### src/rtl/core/csps_pkg.sv
// Shared types, codes and constants of the clock servo.
`default_nettype none
package csps_pkg;

   localparam int FRAC_BITS = 16;
   localparam int OFFSET_W = 41;
   localparam int GAIN_W = 32;
   localparam int MAXOFF_W = 30;
   localparam int RATIO_W = 32;
   localparam int ACTION_W = 2;
   localparam int PHASE_W = 2;
   localparam int MUL_W = 31;
   localparam int SUM_W = 64;
   localparam int INTEG_W = 25;
   localparam int CSR_ADDR_W = 4;
   localparam int CSR_DATA_W = 32;

   localparam int ADJ_LIMIT = 10000000;
   localparam logic [OFFSET_W-1:0] ONE_SECOND_NS = OFFSET_W'(1000000000);
   localparam logic [MAXOFF_W-1:0] MAXOFF_RESET = MAXOFF_W'(1000000);

   localparam logic [ACTION_W-1:0] ACT_RATE = 2'd0;
   localparam logic [ACTION_W-1:0] ACT_STEP = 2'd1;
   localparam logic [ACTION_W-1:0] ACT_SKIP = 2'd2;
   localparam logic [ACTION_W-1:0] ACT_REJECT = 2'd3;

   localparam logic [PHASE_W-1:0] PHASE_NORMAL = 2'd0;
   localparam logic [PHASE_W-1:0] PHASE_PENDING = 2'd1;
   localparam logic [PHASE_W-1:0] PHASE_STEPPED = 2'd2;

   localparam logic [1:0] REG_PROP_GAIN = 2'd0;
   localparam logic [1:0] REG_INTEG_GAIN = 2'd1;
   localparam logic [1:0] REG_OFFSET_LIMIT = 2'd2;

   typedef logic signed [SUM_W-1:0] sum_type;

   typedef struct packed {
      logic signed [GAIN_W-1:0] prop_gain;
      logic signed [GAIN_W-1:0] integ_gain;
      logic [MAXOFF_W-1:0] offset_limit;
   } cfg_type;

   typedef struct packed {
      logic [PHASE_W-1:0] phase;
      logic signed [INTEG_W-1:0] integ;
   } state_type;

   typedef struct packed {
      logic [ACTION_W-1:0] action;
      logic signed [RATIO_W-1:0] ratio_adjust;
      logic [OFFSET_W-1:0] step_ns;
      logic reset_pending;
   } result_type;

endpackage
`default_nettype wire

### src/rtl/core/csps_regs.sv
// Configuration register bank behind the APB-style port.
`default_nettype none
module csps_regs (
   input wire logic clock,
   input wire logic reset,
   input wire logic csr_psel,
   input wire logic csr_penable,
   input wire logic csr_pwrite,
   input wire logic [csps_pkg::CSR_ADDR_W-1:0] csr_paddr,
   input wire logic [csps_pkg::CSR_DATA_W-1:0] csr_pwdata,
   output logic [csps_pkg::CSR_DATA_W-1:0] csr_prdata,
   output logic csr_pready,
   output csps_pkg::cfg_type cfg
);

   csps_pkg::cfg_type cfg_ff;
   csps_pkg::cfg_type cfg_in;
   logic [1:0] index;
   logic write_en;

   assign index = csr_paddr[3:2];
   assign write_en = csr_psel && csr_penable && csr_pwrite;
   assign csr_pready = 1'b1;
   assign cfg = cfg_ff;

   always_comb begin
      cfg_in = cfg_ff;
      if (write_en) begin
         unique case (index)
            csps_pkg::REG_PROP_GAIN: cfg_in.prop_gain = csr_pwdata;
            csps_pkg::REG_INTEG_GAIN: cfg_in.integ_gain = csr_pwdata;
            csps_pkg::REG_OFFSET_LIMIT:
               cfg_in.offset_limit = csr_pwdata[csps_pkg::MAXOFF_W-1:0];
            default: cfg_in = cfg_ff;
         endcase
      end
   end

   always_comb begin
      unique case (index)
         csps_pkg::REG_PROP_GAIN: csr_prdata = cfg_ff.prop_gain;
         csps_pkg::REG_INTEG_GAIN: csr_prdata = cfg_ff.integ_gain;
         csps_pkg::REG_OFFSET_LIMIT:
            csr_prdata = {{(csps_pkg::CSR_DATA_W - csps_pkg::MAXOFF_W){1'b0}},
                          cfg_ff.offset_limit};
         default: csr_prdata = '0;
      endcase
   end

   always_ff @(posedge clock) begin
      if (reset) begin
         cfg_ff.prop_gain <= '0;
         cfg_ff.integ_gain <= '0;
         cfg_ff.offset_limit <= csps_pkg::MAXOFF_RESET;
      end else begin
         cfg_ff <= cfg_in;
      end
   end

endmodule
`default_nettype wire

### config.mk
export PLATFORM = sky130hd
export DESIGN_NAME = csps_regs
export DESIGN_NICKNAME = d
export VERILOG_FILES = /design/src/rtl/core/csps_pkg.sv /design/src/rtl/core/csps_regs.sv
export SDC_FILE = /design/constraint.sdc
export NUM_CORES = 1
export LEC_CHECK = 0
export BUFFER_PORTS_ARGS = -buffer_cell sky130_fd_sc_hd__buf_2
export CORE_MARGIN = 5
export CORE_UTILIZATION = 28
export DETAILED_ROUTE_END_ITERATION = 8
export GPL_TIMING_DRIVEN = 0
export HOLD_SLACK_MARGIN = 0.06
export SETUP_SLACK_MARGIN = 0.15
export SLEW_MARGIN = 10
export SYNTH_ARGS = -nofsm -noshare
export SYNTH_HDL_FRONTEND = slang
export SYNTH_SLANG_ARGS = --single-unit
### constraint.sdc
create_clock -name clock -period 1.01 [get_ports clock]
set_input_delay 0.0505 -clock clock [delete_from_list [all_inputs] [get_ports clock]]
set_output_delay 0.0505 -clock clock [all_outputs]
set_load 0.02 [all_outputs]
==> results by stage, run 1 <==
CTS:
- The buffer cell driving the clock tree root is sky130_fd_sc_hd__clkbuf_16.
- CTS built an H-tree with a depth of 3.
- The clock transition at the registers of the reported paths is ~70 ps.
- Clock latency on the worst-skew pair, taken at its later pin, is roughly 340 ps.
- TritonCTS built the clock tree.
- The total CTS buffers is 9.
- For this design, the sink count on the clock tree is 94.
- In this run the deepest clock path goes through 2 buffers.

STA:
- The minimum clock period is 1170 ps.
- The final count of hold timing violations is 0.
- The worst hold slack is 171 ps.
- The final setup violation count is between 40 and 50.
- The final count of pins violating max slew came to 0.
- The relative max-transition margin is 0.547.
- The share of the clock period used by the worst path is 1.16.
- Setup repair after global routing could not meet its margin everywhere.
- Based on the critical path, the design can be clocked at up to 856 MHz.
- Once routing completed, OpenROAD measured the worst setup slack at -158 ps.
- The transition at the pin with the smallest max-transition slack is between 600 and 700 ps.
- The worst clock skew is 0 ps.

Power:
- Across the VDD grid, the largest voltage drop is about 0.74 mV.
- The power density of the placed cells is approximately 1000 mW/mm².
- The analysis attributes to cell leakage a power of between 3 and 4 nW.
- The total chip power is roughly 8.5 mW.

Synth:
- After technology mapping, the gate count stands at approximately 460.
- In this run the cell area of the synthesized design comes to ~0.0044 mm².
- The share of the Yosys chip area taken by registers is 0.423.
- The number of warning messages in the yosys log is 0.
- After synthesis the netlist holds a flip-flop and latch count of 94.
- The post-synth net total is 500.
- A synthesized cell averages 9.69 µm².
- The number of distinct library cells after synthesis is 18.

Setup path:
- The highest fanout seen on the critical path is 3.
- In this run the register-to-register setup slack is ~90 ps.
- The gate family responsible for the most delay along the worst path is flip-flops.
- Traced cell by cell, the critical path runs through mux2i_1 > o21ai_2 > buf_6.
- Together, buffers and inverters on the worst path number 1.
- The required time of the worst setup path is between 900 and 1000 ps.
- The biggest cell delay along the critical path is around 340 ps.
- The slowest stage cell on the critical path is sky130_fd_sc_hd__dfxtp_2.
- Data on the critical path arrives at its endpoint at 1120 ps.
- The kind of launch point of the worst setup path is a register.
- The critical path is of the reg -> out type.
- The worst setup path is captured at an output pin.

Floorplan:
- The floorplan has between 40 and 50 rows.
- The floorplan step defined a die boundary enclosing between 0.015 and 0.02 mm².
- The die is about 140 µm tall.
- The total core area is about 0.016 mm².
- 168 I/O pins were placed.
- From left edge to right edge, the die measures 136 µm.
- For this configuration, the core starts out at a cell density of 0.283.

Drt:
- The routed design has 17.9 mm of wire.
- The DRC violations left is 0.
- In this run, the number of DRC markers left after iteration 0 of detailed routing was 158.
- The first TritonRoute pass finished after 4 iterations.
- Once detail routing completed, the nets flagged for antenna violations numbered 0.
- The number of vias per cell after detailed routing is about 4.5.
- The routed layout has roughly 4500 vias.
- The wire length per cell is around 18 µm.

Placed design:
- Input and output buffers added on the ports amount to ~160.
- The last weighted congestion value of the routability-driven placer is ~0.76.
- After detailed placement, the total cell area comes to 0.00569 mm².
- The half-perimeter wire length after placement is approximately 11 mm.

Final layout:
- The commonest non-fill, non-tap cell in the layout is sky130_fd_sc_hd__buf_6.
- The net count of the finished layout is about 800.
- From synthesis to final layout, the design area changed by 88.2%.
- Leaving out fill and tap cells, the most frequent cells in the layout are sky130_fd_sc_hd__buf_6 (199), sky130_fd_sc_hd__mux2i_1 (121), sky130_fd_sc_hd__nand2b_1 (119).
- The final non-filler cell area is 0.00837 mm².
- In the final layout, the share of cells above drive strength 1 is 0.570.
- 0 antenna diodes ended up in the layout.
- The number of flip-flops under the largest register name is 94.

Flow run:
- The tool flagged a number of max-cap violations equal to 0.

Global routing:
- The wire length of the first global-routing pass is ~26 mm.
- The initial antenna violation count is 0.
- The overall overflow remaining after global route is 0.
- The via count of the first global-routing pass came to about 4800.
- The global routing usage summed across all routing layers is 0.186.
- The pin count of the biggest net entering global routing is 15.

Outcome:
- The final reports fail on setup timing.
- The run finished, with violations left.

Hold path:
- The kind of path behind the tightest hold check is in -> reg.
==> synth_stat cells <==
master | n | area [µm²]
sky130_fd_sc_hd__nand2_1 | 30 | 113
sky130_fd_sc_hd__buf_4 | 4 | 30.0
sky130_fd_sc_hd__o21ai_0 | 30 | 150
sky130_fd_sc_hd__or3_1 | 1 | 6.26
sky130_fd_sc_hd__nand4_1 | 1 | 6.26
sky130_fd_sc_hd__nand3_2 | 1 | 10.0
sky130_fd_sc_hd__nor3b_1 | 1 | 7.51
sky130_fd_sc_hd__mux2i_1 | 126 | 1260
sky130_fd_sc_hd__or3b_1 | 1 | 8.76
sky130_fd_sc_hd__nor2_1 | 16 | 60.1
sky130_fd_sc_hd__clkbuf_1 | 20 | 75.1
sky130_fd_sc_hd__conb_1 | 1 | 3.75
sky130_fd_sc_hd__buf_2 | 10 | 50.1
sky130_fd_sc_hd__dfxtp_1 | 94 | 1880
sky130_fd_sc_hd__nor3_2 | 1 | 10.0
sky130_fd_sc_hd__nor2b_1 | 1 | 6.26
sky130_fd_sc_hd__nand2b_1 | 119 | 744
sky130_fd_sc_hd__buf_6 | 2 | 22.5
==> timing repair <==
action,CTS,global route
endpoints found under the setup margin,189,158
hold endpoints to repair,94,0
setup buffers,62,45
hold buffers,32,0
gates resized for setup,393,56
pin swaps,13,20
==> logic make-up (layout without fill, tap and decap cells) <==
family	Yosys count	count (layout)	synth area share
and+or+nand+nor	172	172	0.219
muxes	126	126	0.284
DFF	94	94	0.423
buffers and inverters	36	352	0.0400
AOI/OAI and AO/OA	30	30	0.0338
other	1	1	0.000843
==> where the power goes <==
| group | internal [mW] | switching (mW) |
|---|---|---|
| logic | 0.600 | 0.586 |
| clock network | 2.04 | 1.47 |
| registers | 3.74 | 0.0461 |
| total | 6.39 | 2.10 |
==> per-layer routing <==
| metal | global-route usage | routed length [µm] | up-vias |
|---|---|---|---|
| li1 | - | - | 2159 |
| met5 | 0 | 0 | - |
| met2 | 0.329 | 9140 | 138 |
| met4 | 0.0666 | 304 | 0 |
| met3 | 0.0448 | 990 | 19 |
| met1 | 0.218 | 7450 | 2189 |
==> final cells by class <==
| class | count | area [µm²] |
|---|---|---|
| tap | 216 | 270 |
| clock buffer | 12 | 256 |
| buffer | 36 | 275 |
| fill | 1392 | 7340 |
| multi-input combinational | 329 | 2540 |
| timing repair buffer | 300 | 2970 |
| clock inverter | 4 | 45.0 |
| sequential | 94 | 2020 |
==> worst register-to-register path, stage by stage, from the launching register on <==
cell and delay, ps:
sky130_fd_sc_hd__dfxtp_2 340, sky130_fd_sc_hd__buf_6 110, sky130_fd_sc_hd__buf_6 110, sky130_fd_sc_hd__buf_4 120, sky130_fd_sc_hd__nand2b_1 60, sky130_fd_sc_hd__mux2i_1 70
==> stage by stage <==
stage,setup TNS (ps),util,setup WS (ps),instances
floorplan,-752,-,-33.3,459
global placement,-26700,0.362,-352,836
detailed placement,-28310,0.362,-391,836
CTS,-3850,0.499,-167,946
global route,-6150,0.533,-192,991
finish,-4270,0.533,-158,991
==> worst paths after layout <==
check,from,to,cells past startpoint
worst max-delay path,cfg[84],csr_prdata[22],3
worst min-delay path,csr_paddr[3],cfg[62],4
worst max register to register,cfg[43],cfg[43],5
worst min register to register,cfg[41],cfg[41],2
Power figures use the tool's default switching activity.
==> run 2: changes to the inputs <==
- PLACE_DENSITY: unset -> 0.5
==> results by stage, run 2 (synthesis results as in run 1) <==
Outcome:
- The flow ran to the end, but the final reports show violations.
- The checks that failed: setup timing.

CTS:
- The clock network latency to the later pin of the worst-skew pair is 350 ps (about the same).
- The clock transition at the registers of the reported paths came to 70 ps (about the same).
- The number of sinks handled by clock tree synthesis is 94 (unchanged).
- TritonCTS built the clock tree.
- In this run the clock root is driven by a sky130_fd_sc_hd__clkbuf_16.
- The total CTS buffers is 9 (unchanged).
- The H-tree depth was 3 (unchanged).
- The buffer levels on the longest clock path is 2 (unchanged).

Setup path:
- Traced cell by cell, the critical path runs through mux2i_2 > o21ai_2 > buf_6.
- The highest fanout seen on the critical path is 2 (-1).
- The worst setup path is of the reg -> out kind.
- The worst register-to-register path begins at cfg[61].
- In this run the critical register-to-register path is captured at cfg[61].
- On the critical path, the stage with the largest delay is an instance of sky130_fd_sc_hd__dfxtp_2.
- The worst setup path is captured at an output pin.
- The kind of launch point of the worst setup path is a register.
- The worst path buffer plus inverter count is 1 (unchanged).
- The required time of the worst setup path came to 960 ps (about the same).
- The setup slack of the worst register-to-register path came to 20 ps (-70 ps).
- The biggest cell delay along the critical path came to 340 ps (about the same).
- The arrival time at the worst endpoint came to 1110 ps (about the same).
- The depth of the most critical reg-to-reg path is 6 (+1).
- The gate family responsible for the most delay along the worst path is flip-flops.

Floorplan:
- The total core area is 0.0157 mm² (unchanged).
- The vertical extent of the die was 136 µm (unchanged).
- The total I/O pin count came to 168 (unchanged).
- The area of the die is 0.0185 mm² (unchanged).
- The number of rows created at floorplan is 46 (unchanged).
- The die boundary width came to 136 µm (unchanged).
- The initial core utilization is 0.283 (unchanged).

STA:
- The share of the clock period used by the worst path is 1.15 (-0.00314).
- The transition at the pin with the smallest max-transition slack came to 714 ps (+33.8 ps).
- The final setup violation count came to 49 (unchanged).
- The final count of pins violating max slew is 0 (unchanged).
- The minimum clock period is 1170 ps (-3.17 ps).
- The final worst-path setup slack is -155 ps (+3.17 ps).
- The relative max-transition margin is 0.524 (-0.0225).
- The fmax is 858 MHz (+0.27%).
- Setup repair after global routing could not meet its margin everywhere.
- The final count of hold timing violations came to 0 (unchanged).
- The worst clock skew is 0 ps (unchanged).

Drt:
- The post-route antenna net violation count was 0 (unchanged).
- The total via count in the routed design is 4371 (-3.0%).
- The wire length per cell was 17.9 µm (-0.88%).
- The routed wire length came to 17.5 mm (-2.4%).
- The number of design-rule violations left by the first detailed-router iteration is 159 (+0.63%).
- The DRC violations left is 0 (unchanged).
- The detailed-routing iteration count for the pre-antenna-repair pass is 4 (unchanged).
- The number of vias per cell after detailed routing is 4.48 (-1.5%).

Final layout:
- The number of flip-flops under the largest register name is 94 (unchanged).
- The top cell types in the final layout, fill and taps aside, are sky130_fd_sc_hd__buf_6 (199), sky130_fd_sc_hd__nand2b_1 (118), sky130_fd_sc_hd__mux2i_1 (117).
- The net count reported at finish is 795 (-2.0%).
- The sequential cell area in the final layout is 0.00201 mm² (-0.12%).
- The share of post-route cells with drive strength above 1 is 0.565 (-0.00511).
- From synthesis to final layout, the design area changed by 85.4%.
- The combined area of the multi-input logic cells is 0.00256 mm² (+0.99%).
- The total of fill cells in the finished design was 1398 (+0.43%).
- The post-route non-filler standard cell count is 976 (-1.5%).
- The final non-filler cell area came to 0.00824 mm² (-1.5%).
- Leaving out fill and tap cells, the most frequent cell in the layout is sky130_fd_sc_hd__buf_6.

Power:
- The power density of the placed cells is 1010 mW/mm² (-0.48%).
- The peak ir drop on the vdd network is 0.705 mV (-4.1%).
- The leakage power summed over all cells is 3.85 nW (-2.9%).

Hold path:
- The end point of the most critical hold path is cfg[93].
- The tightest min-delay check is of the in -> reg type.
- The worst hold path cell count is 3 (-1).
- The worst hold path startpoint is csr_paddr[3].

Placed design:
- The last weighted congestion value of the routability-driven placer is 0.788 (+3.4%).
- The area of placed instances is 0.00569 mm² (unchanged).
- The number of placed instances with taps included is 836 (unchanged).
- The half-perimeter wire length after placement came to 11.2 mm (+0.57%).
- The total of buffers placed on input and output ports came to 161 (unchanged).

Global routing:
- The via count of the first global-routing pass is 4730 (-1.9%).
- The initial antenna violation count is 1 (+1).
- The wire length of the first global-routing pass came to 26.1 mm (-0.84%).
- The overall overflow remaining after global route is 0 (unchanged).
- The pin count of the biggest net entering global routing came to 15 (unchanged).
- The global routing usage summed across all routing layers is 0.185 (-0.000204).

Flow run:
- The max-cap check violation count is 0 (unchanged).
run 2: cell types whose count changed in the layout (fill, tap and decap cells not counted), moves of 2 or more:
cell,delta
sky130_fd_sc_hd__mux2i_1,-4
sky130_fd_sc_hd__mux2i_2,+3
sky130_fd_sc_hd__buf_4,-19
sky130_fd_sc_hd__clkbuf_2,-2
sky130_fd_sc_hd__buf_12,-2
sky130_fd_sc_hd__buf_2,+2
sky130_fd_sc_hd__clkbuf_1,+2
sky130_fd_sc_hd__buf_8,+2
run 2: through the flow:
stage	total power, mW	hold WS, ps	utilization	worst slack [ps]	setup TNS, ps
floorplan	4.40	212	-	-33.3	-752
detailed placement	4.73	328	0.362	-387	-29200
global placement	4.72	319	0.362	-373	-28770
global route	8.63	80.7	0.525	-204	-6630
finish	8.32	82.0	0.525	-155	-4230
CTS	8.38	75.6	0.497	-166	-3940
run 2: worst max-delay path by stage:
stage	slack [ps]	to	cells past startpoint	from
2_1_floorplan	-30	cfg[32]	5	csr_paddr[3]
3_3_place_gp	-370	cfg[93]	4	reset
3_5_place_dp	-390	cfg[93]	4	reset
4_1_cts	-170	csr_prdata[3]	3	cfg[65]
5_1_grt	-200	csr_prdata[7]	3	cfg[37]
6_report	-160	csr_prdata[7]	3	cfg[37]
run 2: area by class of cell:
cell class	instances	share of cell area
repair buffers	284	0.346
multi-input cells	329	0.311
flip-flops and latches	94	0.244
clock buffers	13	0.0328
well taps	216	0.0328
plain buffers	36	0.0313
clock inverters	3	0.00212
diodes	1	0.000304
run 2: repair_timing:
action	CTS	global route
endpoints found under the setup margin	189	173
resized for setup	393	54
buffers inserted	60	31
hold buffers	32	0
hold endpoints to repair	94	0
pin swaps	10	6
run 2: report_power, final:
part	switching, mW	total [mW]	internal [mW]
Combinational	0.577	1.17	0.589
Clock	1.49	3.36	1.87
Sequential	0.0465	3.79	3.75
Total	2.11	8.32	6.20
run 2: routing by layer:
metal / vias to the layer above / global-route usage / wire length (µm) / share of wire
met5: - / 0 / 0 / 0
met4: 0 / 0.0756 / 395 / 0.023
met3: 23 / 0.0470 / 946 / 0.054
met2: 126 / 0.309 / 8540 / 0.49
met1: 2098 / 0.228 / 7570 / 0.43
li1: 2124 / - / - / -
run 2: worst reg2reg max path: cells and delay by family, from the launching register on:
family	cells	cell delay, ps
buf+inv	4	440
flops	1	330
simple gates	1	50
mux	1	60
==> run 3: changes to the inputs <==
- BUFFER_PORTS_ARGS: -buffer_cell sky130_fd_sc_hd__buf_2 -> -buffer_cell sky130_fd_sc_hd__clkbuf_2
- CORE_UTILIZATION: 28 -> 45
- PLACE_DENSITY: 0.5 -> 0.75
- SLEW_MARGIN: 10 -> 20
==> results by stage, run 3 (synthesis results as in run 1) <==
Outcome:
- The run finished, with violations left.
- The checks that failed: setup timing.

Setup path:
- The highest fanout seen on the critical path came to 2 (unchanged).
- The type of destination of the critical path is an output pin.
- The arrival time at the worst endpoint is 1350 ps (+240 ps).
- The critical path is of the reg -> out type.
- STA classifies the critical path startpoint as a register.
- The required time of the worst setup path is 960 ps (about the same).

Power:
- The switching power is 2.16 mW (+2.2%).
- The share of power burned in the clock network is 0.317 (-0.087).
- The peak ir drop on the vdd network is 0.707 mV (+0.28%).
- The leakage power summed over all cells is 4.25 nW (+10%).
- The internal power of the cells is 5.39 mW (-13%).
- The power density of the placed cells is 829 mW/mm² (-18%).
- The fraction of power consumed by combinational cells is 0.185 (+0.045).
- The share of power burned in registers was 0.498 (+0.042).
- The switching fraction of total power is 0.286 (+0.0321).

STA:
- The relative max-transition margin is 0.601 (+0.0768).
- The final worst-path setup slack is -395 ps (-240 ps).
- The minimum clock period is 1400 ps (+240 ps).
- The final setup violation count is 73 (+49%).
- The worst clock skew was 0 ps (unchanged).
- The final count of pins violating max slew is 0 (unchanged).
- The share of the clock period used by the worst path is 1.39 (+0.237).
- The setup TNS came to -9230 ps (-5000 ps).
- The final count of hold timing violations is 0 (unchanged).
- Setup repair after global routing could not meet its margin everywhere.
- The fmax is 712 MHz (-17%).
- The transition at the pin with the smallest max-transition slack is 599 ps (-115 ps).

CTS:
- The number of sinks handled by clock tree synthesis is 94 (unchanged).
- The buffer cell driving the clock tree root is sky130_fd_sc_hd__clkbuf_8.
- The H-tree depth is 3 (unchanged).
- The clock transition at the registers of the reported paths came to 110 ps (+40 ps).
- The clock network latency to the later pin of the worst-skew pair is 380 ps (+30 ps).
- The buffer levels on the longest clock path is 2 (unchanged).
- The clock tree from TritonCTS is done.
- The total CTS buffers is 9 (unchanged).

Floorplan:
- The total core area is 0.00968 mm² (-38%).
- The die boundary width is 109 µm (-20%).
- The initial core utilization is 0.459 (+0.176).
- The vertical extent of the die was 109 µm (-20%).
- The area of the die is 0.0120 mm² (-35%).
- The number of rows created at floorplan is 36 (-22%).
- The total I/O pin count is 168 (unchanged).

Drt:
- The number of design-rule violations left by the first detailed-router iteration is 379 (+140%).
- The post-route antenna net violation count is 0 (unchanged).
- The total via count in the routed design came to 5360 (+23%).
- The detailed-routing iteration count for the pre-antenna-repair pass is 5 (+1).
- The routed wire length was 25.0 mm (+43%).
- The DRC violations left was 0 (unchanged).
- The wire length per cell is 27.0 µm (+51%).
- The number of vias per cell after detailed routing came to 5.79 (+29%).

Final layout:
- The synthesis-to-finish area growth is 105%.
- The net count reported at finish is 831 (+4.5%).
- The number of flip-flops under the largest register name is 94 (unchanged).
- In the layout the commonest cells are sky130_fd_sc_hd__buf_6 (110), sky130_fd_sc_hd__mux2i_1 (108), sky130_fd_sc_hd__nand2b_1 (101).
- The post-layout utilization of the core came to 0.940 (+0.416).
- The total of fill cells in the finished design is 261 (-81%).
- The commonest non-fill, non-tap cell in the layout is sky130_fd_sc_hd__buf_6.
- The final non-filler cell area is 0.00911 mm² (+10%).
- The share of post-route cells with drive strength above 1 was 0.621 (+0.0560).
- The number of antenna cells inserted is 0 (-1).

Global routing:
- The wire length of the first global-routing pass is 28.2 mm (+7.8%).
- The global routing usage summed across all routing layers is 0.310 (+0.125).
- The overall overflow remaining after global route is 0 (unchanged).
- The initial antenna violation count is 0 (-1).
- The via count of the first global-routing pass was 5307 (+12%).
- The pin count of the biggest net entering global routing is 14 (-1).

Placed design:
- The pre-CTS setup slack came to -299 ps (+88.0 ps).
- The last weighted congestion value of the routability-driven placer is 0.788 (about the same).
- The half-perimeter wire length after placement came to 10.1 mm (-9.7%).
- The total of buffers placed on input and output ports was 161 (unchanged).
- The area of placed instances was 0.00558 mm² (-1.8%).

Hold path:
- The kind of path behind the tightest hold check is in -> reg.

Flow run:
- The max-cap check violation count is 0 (unchanged).
## run 3: changes by cell type in the layout (fill, tap and decap cells not counted), moves of 9 or more
cell,delta
sky130_fd_sc_hd__buf_2,-34
sky130_fd_sc_hd__mux2i_1,-9
sky130_fd_sc_hd__nand2b_1,-17
sky130_fd_sc_hd__buf_6,-89
sky130_fd_sc_hd__dfxtp_4,+20
sky130_fd_sc_hd__clkbuf_2,+38
sky130_fd_sc_hd__nand2b_4,+17
sky130_fd_sc_hd__dfxtp_2,-20
sky130_fd_sc_hd__buf_8,+91
sky130_fd_sc_hd__clkbuf_8,+40
## run 3: power by group through the flow
| stage | clock, mW | combinational (mW) | sequential, mW |
|---|---|---|---|
| 2_1_floorplan | 0 | 0.467 | 3.93 |
| 3_3_place_gp | 0 | 0.812 | 3.88 |
| 3_5_place_dp | 0 | 0.825 | 3.88 |
| 4_1_cts | 2.24 | 1.13 | 3.80 |
| 5_1_grt | 2.46 | 1.43 | 3.76 |
| 6_report | 2.39 | 1.39 | 3.76 |
## run 3: worst paths after layout
kind,from,to,slack (ps),depth (start not counted)
max,cfg[57],csr_prdata[27],-390,3
min,csr_paddr[3],cfg[63],160,4
max reg2reg,cfg[57],cfg[57],-50,6
min reg2reg,cfg[8],cfg[8],530,2
## run 3: layout make-up
| cell class | count | area (µm²) | share of cell area |
|---|---|---|---|
| Sequential cell | 94 | 2060 | 0.227 |
| Timing Repair Buffer | 320 | 3690 | 0.405 |
| Clock buffer | 11 | 151 | 0.0166 |
| Tap cell | 133 | 166 | 0.0183 |
| Multi-Input combinational cell | 329 | 2760 | 0.303 |
| Buffer | 36 | 270 | 0.0297 |
| Clock inverter | 2 | 10.0 | 0.00110 |
## run 3: what timing repair did
| item | 4_1_cts | 5_1_grt |
|---|---|---|
| resized for setup | 402 | 235 |
| setup endpoints to repair | 151 | 185 |
| hold endpoints to repair | 94 | 0 |
| pin swaps | 8 | 11 |
| setup buffers | 76 | 49 |
| hold buffers | 32 | 0 |
| cloned | 0 | 2 |
## run 3: layer usage
metal | GRT usage | wire length (µm)
met1 | 0.337 | 8390
met2 | 0.564 | 12700
met3 | 0.0605 | 1750
met4 | 0.166 | 2140
met5 | 0 | 0
## run 3: through the flow
step	power [mW]	hold WS, ps	cells
6_report	7.55	157	925
5_1_grt	7.65	156	925
4_1_cts	7.17	52.9	874
3_5_place_dp	4.70	332	753
3_3_place_gp	4.69	317	753
2_1_floorplan	4.40	212	459
## run 3: worst max-delay path, cell delays in order (launching register included)
cell	delay (ps)
sky130_fd_sc_hd__dfxtp_2	380
sky130_fd_sc_hd__mux2i_2	330
sky130_fd_sc_hd__o21ai_2	90
sky130_fd_sc_hd__clkbuf_8	170
